## src/plasma_pixel_color_unit_assert.svh

```systemverilog
// Assertion macros for the plasma pixel color unit.
// Needs a clock named aclk and an active-low reset named aresetn in scope.
`ifndef PLASMA_PIXEL_COLOR_UNIT_ASSERT_SVH
`define PLASMA_PIXEL_COLOR_UNIT_ASSERT_SVH
`ifndef NO_ASSERTIONS
// Property checked at every clock edge outside reset
`define PPC_ASSERT(label, prop) \
    label: assert property (@(posedge aclk) disable iff (!aresetn) prop) \
        else $error("plasma pixel color: assertion failed");
// Condition in one cycle implies a property in the next
`define PPC_ASSERT_NEXT(label, pre, post) \
    label: assert property (@(posedge aclk) disable iff (!aresetn) (pre) |=> (post)) \
        else $error("plasma pixel color: assertion failed");
`else
`define PPC_ASSERT(label, prop)
`define PPC_ASSERT_NEXT(label, pre, post)
`endif
`endif

```

## src/ppc_pkg.sv

```systemverilog
// Shared types, constants and helper functions for the plasma pixel color unit.
// No dependencies.
package ppc_pkg;

    localparam int unsigned COORD_W   = 21;
    localparam int unsigned K_W       = 26;
    localparam int unsigned SIN_W     = 18;
    localparam int unsigned ROOT_IN_W = 48;
    localparam int unsigned ROOT_W    = 24;
    localparam int unsigned CHAN_W    = 7;
    localparam int unsigned PHASE_W   = 32;

    // Radians-to-turns factors, 32 fraction bits
    localparam logic [31:0] PER_2PI  = 32'd683565276;
    localparam logic [31:0] PER_4PI  = 32'd341782638;
    localparam logic [31:0] PER_10PI = 32'd136713055;
    localparam logic [31:0] PER_6PI  = 32'd227855092;

    localparam logic [31:0] QUARTER_TURN   = 32'd1073741824;
    localparam logic [31:0] THIRD_TURN     = 32'd1431655765;
    localparam logic [31:0] TWO_THIRD_TURN = 32'd2863311531;

    localparam logic [CHAN_W-1:0] CHAN_FULL = 7'd64;

    typedef enum logic [1:0] {
        PAL_RED_GREEN = 2'd0,
        PAL_RED_CYAN  = 2'd1,
        PAL_RAINBOW   = 2'd2,
        PAL_GREY      = 2'd3
    } palette_t;

    // Remainder and partial root of the bitwise square root
    typedef struct packed {
        logic [ROOT_IN_W-1:0] rem;
        logic [ROOT_IN_W-1:0] acc;
    } root_state_t;

    // One digit of the restoring square root
    function automatic root_state_t root_step(root_state_t s, logic [ROOT_IN_W-1:0] one_bit);
        root_state_t          r;
        logic [ROOT_IN_W-1:0] trial;
        trial = s.acc + one_bit;
        if (s.rem >= trial) begin
            r.rem = s.rem - trial;
            r.acc = (s.acc >> 1) + one_bit;
        end else begin
            r.rem = s.rem;
            r.acc = s.acc >> 1;
        end
        return r;
    endfunction

    // Q16 radians times a turn factor, kept as a 32-bit phase
    function automatic logic [PHASE_W-1:0] phase_of(logic signed [K_W-1:0] k,
                                                     logic [31:0] f);
        logic signed [63:0] p;
        p = 64'(k) * $signed({32'd0, f});
        return p[47:16];
    endfunction

    // (1 + sin) * 32, truncated
    function automatic logic [CHAN_W-1:0] channel_of(logic signed [SIN_W-1:0] s);
        logic [18:0] t;
        t = 19'(s) + 19'd65536;
        return t[17:11];
    endfunction

endpackage

```

## src/ppc_root.sv

```systemverilog
// Pipelined integer square root, two result bits per stage, 12 stages.
// Depends on ppc_pkg.
module ppc_root (
    input  logic                            aclk,
    input  logic                            en,
    input  logic [ppc_pkg::ROOT_IN_W-1:0]   radicand,
    output logic [ppc_pkg::ROOT_W-1:0]      root
);

    localparam int NST = ppc_pkg::ROOT_W / 2;

    ppc_pkg::root_state_t st_reg   [NST];
    ppc_pkg::root_state_t stage_in [NST];

    assign stage_in[0] = '{rem: radicand, acc: '0};

    for (genvar s = 0; s < NST; s++) begin : g_stage
        localparam logic [ppc_pkg::ROOT_IN_W-1:0] B0 =
            ppc_pkg::ROOT_IN_W'(1) << (ppc_pkg::ROOT_IN_W - 2 - 4 * s);
        localparam logic [ppc_pkg::ROOT_IN_W-1:0] B1 =
            ppc_pkg::ROOT_IN_W'(1) << (ppc_pkg::ROOT_IN_W - 4 - 4 * s);

        if (s > 0) begin : g_link
            assign stage_in[s] = st_reg[s-1];
        end

        // Two restoring digits
        always_ff @(posedge aclk) begin
            if (en) begin
                st_reg[s] <= ppc_pkg::root_step(ppc_pkg::root_step(stage_in[s], B0), B1);
            end
        end
    end

    assign root = st_reg[NST-1].acc[ppc_pkg::ROOT_W-1:0];

endmodule

```

## config.mk

```make
export PLATFORM = sky130hd
export DESIGN_NAME = ppc_root
export DESIGN_NICKNAME = d
export VERILOG_FILES = /design/src/plasma_pixel_color_unit_assert.svh /design/src/ppc_pkg.sv /design/src/ppc_root.sv
export SDC_FILE = /design/constraint.sdc
export NUM_CORES = 2
export LEC_CHECK = 0
export BUFFER_PORTS_ARGS = -buffer_cell sky130_fd_sc_hd__buf_2
export CAP_MARGIN = 15
export CORE_MARGIN = 10
export CORE_UTILIZATION = 51
export CTS_CLUSTER_SIZE = 12
export DETAILED_ROUTE_END_ITERATION = 10
export GPL_TIMING_DRIVEN = 0
export PLACE_DENSITY_LB_ADDON = 0.2
export SLEW_MARGIN = 20
export SYNTH_ARGS = -nofsm -noshare
export SYNTH_HDL_FRONTEND = slang
export SYNTH_SLANG_ARGS = --single-unit
```

## constraint.sdc

```tcl
create_clock -name aclk -period 9.4 [get_ports aclk]
set_input_delay 1.88 -clock aclk [delete_from_list [all_inputs] [get_ports aclk]]
set_output_delay 1.88 -clock aclk [all_outputs]
set_load 0.01 [all_outputs]
```

==> flow_metrics.tcl <==
set metrics [dict create \
    synth.cell_area_mm2 0.0456 \
    grt_pass1_vias 33596 \
    cts.repair.resized 0 \
    max-cap-violations 0 \
    p_total_w 0.0134 \
    grtUsageTotal 0.220 \
    setup.worst_path.start_class "register" \
    register_bit_total_from_synthesis 684 \
    yosysTopAreaCellShare 0.450 \
    final.period_utilization 0.886 \
    grt_setup_unrepaired "no" \
    via_count_of_the_routed_design 34939 \
    clock_sinks 684 \
    drt_iter0_drcs 2910 \
    cp_cell_sequence "inv_1, ha_1, clkbuf_1, nand4_1, or4_1, or4_1, nand3_1, or3_1, clkbuf_1, clkbuf_1, mux2i_1, inv_1, ha_1, and4_1, o21ai_0, o41ai_1, o21ai_0, a211oi_1, a2111oi_0, nand4_1, buf_2, buf_1, a21oi_1" \
    slew_headroom 0.238 \
    post-synth-top-count-cell "edfxtp_1" \
    timing.critical_path.from "st_reg[1][313]$_DFFE_PP_" \
    flip_flop_count_of_the_largest_register_all_copies_and_words_added 684 \
    critPathTopFamily "buffers and inverters" \
    synthXorXnorAreaFrac 0.0885 \
    ir_worst_vdd_mv 0.172 \
    yosysUniqueCellTypes 92 \
    worst-path-buf-inv 7 \
    utilization 0.565 \
    num-fill-cells 7796 \
    synth_warnings 0 \
    endpoint_kind "register" \
    tritoncts "built" \
    internal-power_w 0.00822 \
    finalSetupViolCount 0 \
    switching_share 0.386 \
    regToRegSetupSlack_ns 1.08 \
    drive_gt1_frac 0.0711 \
    finalHoldViolCount 0 \
    grt_pass1_wl_um 182000 \
    floorplan.die_area_mm2 0.102 \
    place_congestion 0.926 \
    power_density_mw_per_mm2 268 \
    dominant_combinational_cell_family_by_area_after_synthesis "simple AND/OR/NAND/NOR gates" \
    min-delay-path-class "register to register" \
    cts_hold_buf 0 \
    synth.cells.most_frequent "edfxtp_1, nor2_1, a21oi_1, nand2_1, ha_1" \
    vias_per_cell 5.90 \
    critical_path.max_fanout 10 \
    timing.final.ws_setup_ns 1.08 \
    p_comb_frac 0.445 \
    hold_start "st_reg[0][346]$_DFFE_PP_" \
    post_synth_mux_area_share 0.0116 \
    crit_path_category "register to register" \
    drt-pass1-iter-count 5 \
    syn_nets 4936 \
    report.final.slew_viol_count 0 \
    grt_remaining_overflow 0 \
    share_seq_of_total_power 0.344 \
    numPortBuffers 73 \
    fp.coreArea_mm2 0.0886 \
    fp-row-count 109 \
    detail_route.wl_per_cell_um 19.6 \
    timing.critical_path.arrival_ns 8.67 \
    skew_ns 0.0379 \
    finalCriticalPeriod_ns 8.32 \
    finalInstanceArea_mm2 0.0501 \
    top_level_ports 74 \
    syn-mean-instance-area_um2 10.0 \
    clockBufferDepth 3 \
    dieHeight_um 319 \
    clk_pin_slew_worst_paths_ns 0.06 \
    placed_cell_area_mm2 0.0477 \
    cts_max_level 3 \
    synth_flop_cell "edfxtp_1" \
    start_util 0.515 \
    netlist_instances 4553 \
    timing_worst_slew_pin_value_ns 1.11 \
    number_of_antenna_violations_at_the_first_check_in_global_routing 0 \
    tns_ns 0 \
    insertion_delay_ns 0.67 \
    synth-compound-area-share 0.153 \
    seq_area_frac_synth 0.450 \
    synth.top_cells.by_area "edfxtp_1, ha_1, xnor2_1, a21oi_1, xor2_1" \
    final_nets 5095 \
    maximum_clock_frequency_ghz 0.120 \
    layout_overhead_on_the_synthesized_area_pct 9.70 \
    die_w_um 319 \
    clock_tree.root_cell "clkbuf_16" \
    pwr-share-clk 0.212 \
    antenna_cells_inserted 0 \
    crit_required_ns 9.74 \
    drcViolationCount 0 \
    dp_worst_setup_slack_ns 1.24 \
    place.detailed.hpwl_um 92000 \
    run_status "finished clean" \
    max_stage_delay_ns 0.84 \
    synth_largest_area_cell "edfxtp_1" \
    cp_slowest_cell "o41ai_1" \
    p_leak_nw 19.5 \
    largest_net_degree_at_the_start_of_global_routing 107 \
    post_synth_edffs 684 \
    post_synth_fa_ha_maj_area_fraction 0.0913 \
    switchingPower_w 0.00518 \
    postCtsSetupRepairBufs 0 \
    synth_simple_gate_area_frac 0.168 \
    cts_made_buffers 77 \
    timing.critical_path.mode_cell "clkbuf_1" \
    rr_startpoint "st_reg[1][313]$_DFFE_PP_" \
    wl_um 116000 \
    synth-async-reset-ratio 0 \
    antenna_left 0 \
]
==> power by group through the flow <==
stage / clock (W) / sequential (W) / combinational, W
final: 0.00284 / 0.00461 / 0.00595
after global routing: 0.00302 / 0.00466 / 0.00663
after CTS: 0.00290 / 0.00460 / 0.00590
after detailed placement: 0 / 0.00466 / 0.00586
after global placement: 0 / 0.00472 / 0.00581
after floorplan: 0 / 0.00446 / 0.00458
==> cells by family after synthesis <==
family / after synthesis
xor+xnor: 461
buf+inv: 418
fa+ha+maj: 333
compound gates: 1095
flops: 684
mux: 47
simple gates: 1515
==> worst reg2reg max path: cells and delay by family (launching register included) <==
| family | cells | cell delay (ns) |
|---|---|---|
| adder cells (fa/ha/maj) | 2 | 0.62 |
| AO/OA/AOI/OAI | 6 | 1.96 |
| AND/OR/NAND/NOR | 7 | 2.27 |
| buffers and inverters | 7 | 2.41 |
| multiplexers | 1 | 0.33 |
| flip-flops | 1 | 0.45 |
==> cell usage in the layout, fill, tap and decap left out, types with 118 or more instances in the layout <==
cell type / instances
edfxtp_1: 684
a21oi_1: 377
xnor2_1: 282
o21ai_0: 193
a21o_1: 133
xor2_1: 179
nor4_1: 118
nor2_1: 401
nand2_1: 340
ha_1: 333
inv_1: 281
==> stage by stage <==
step,hold WS [ns],instances
after floorplan,0.417,4553
final,0.439,5921
after CTS,0.439,5921
after global placement,0.421,5791
after global routing,0.448,5921
after detailed placement,0.429,5798
==> worst paths after layout <==
kind / depth (start not counted) / end
max: 23 / st_reg[2][68]$_DFFE_PP_
min: 0 / st_reg[1][58]$_DFFE_PP_
max reg2reg: 23 / st_reg[2][68]$_DFFE_PP_
min reg2reg: 0 / st_reg[1][58]$_DFFE_PP_
==> layout make-up <==
| type | count | area [um2] | share of cell area |
|---|---|---|---|
| multi-input cells | 3451 | 23400 | 0.468 |
| clock inverters | 35 | 389 | 0.00777 |
| well taps | 1165 | 1460 | 0.0291 |
| clock buffers | 88 | 1970 | 0.0393 |
| repair buffers | 80 | 568 | 0.0113 |
| plain buffers | 132 | 638 | 0.0127 |
| inverters | 286 | 1080 | 0.0215 |
| flip-flops and latches | 684 | 20500 | 0.410 |
==> metal layers <==
layer | wire, um | global-route usage
met3 | 5560 | 0.0268
met4 | 2450 | 0.0588
met2 | 56400 | 0.382
met5 | 0 | 0
met1 | 51600 | 0.288
Note: power is estimated with default switching activity, not from simulation.
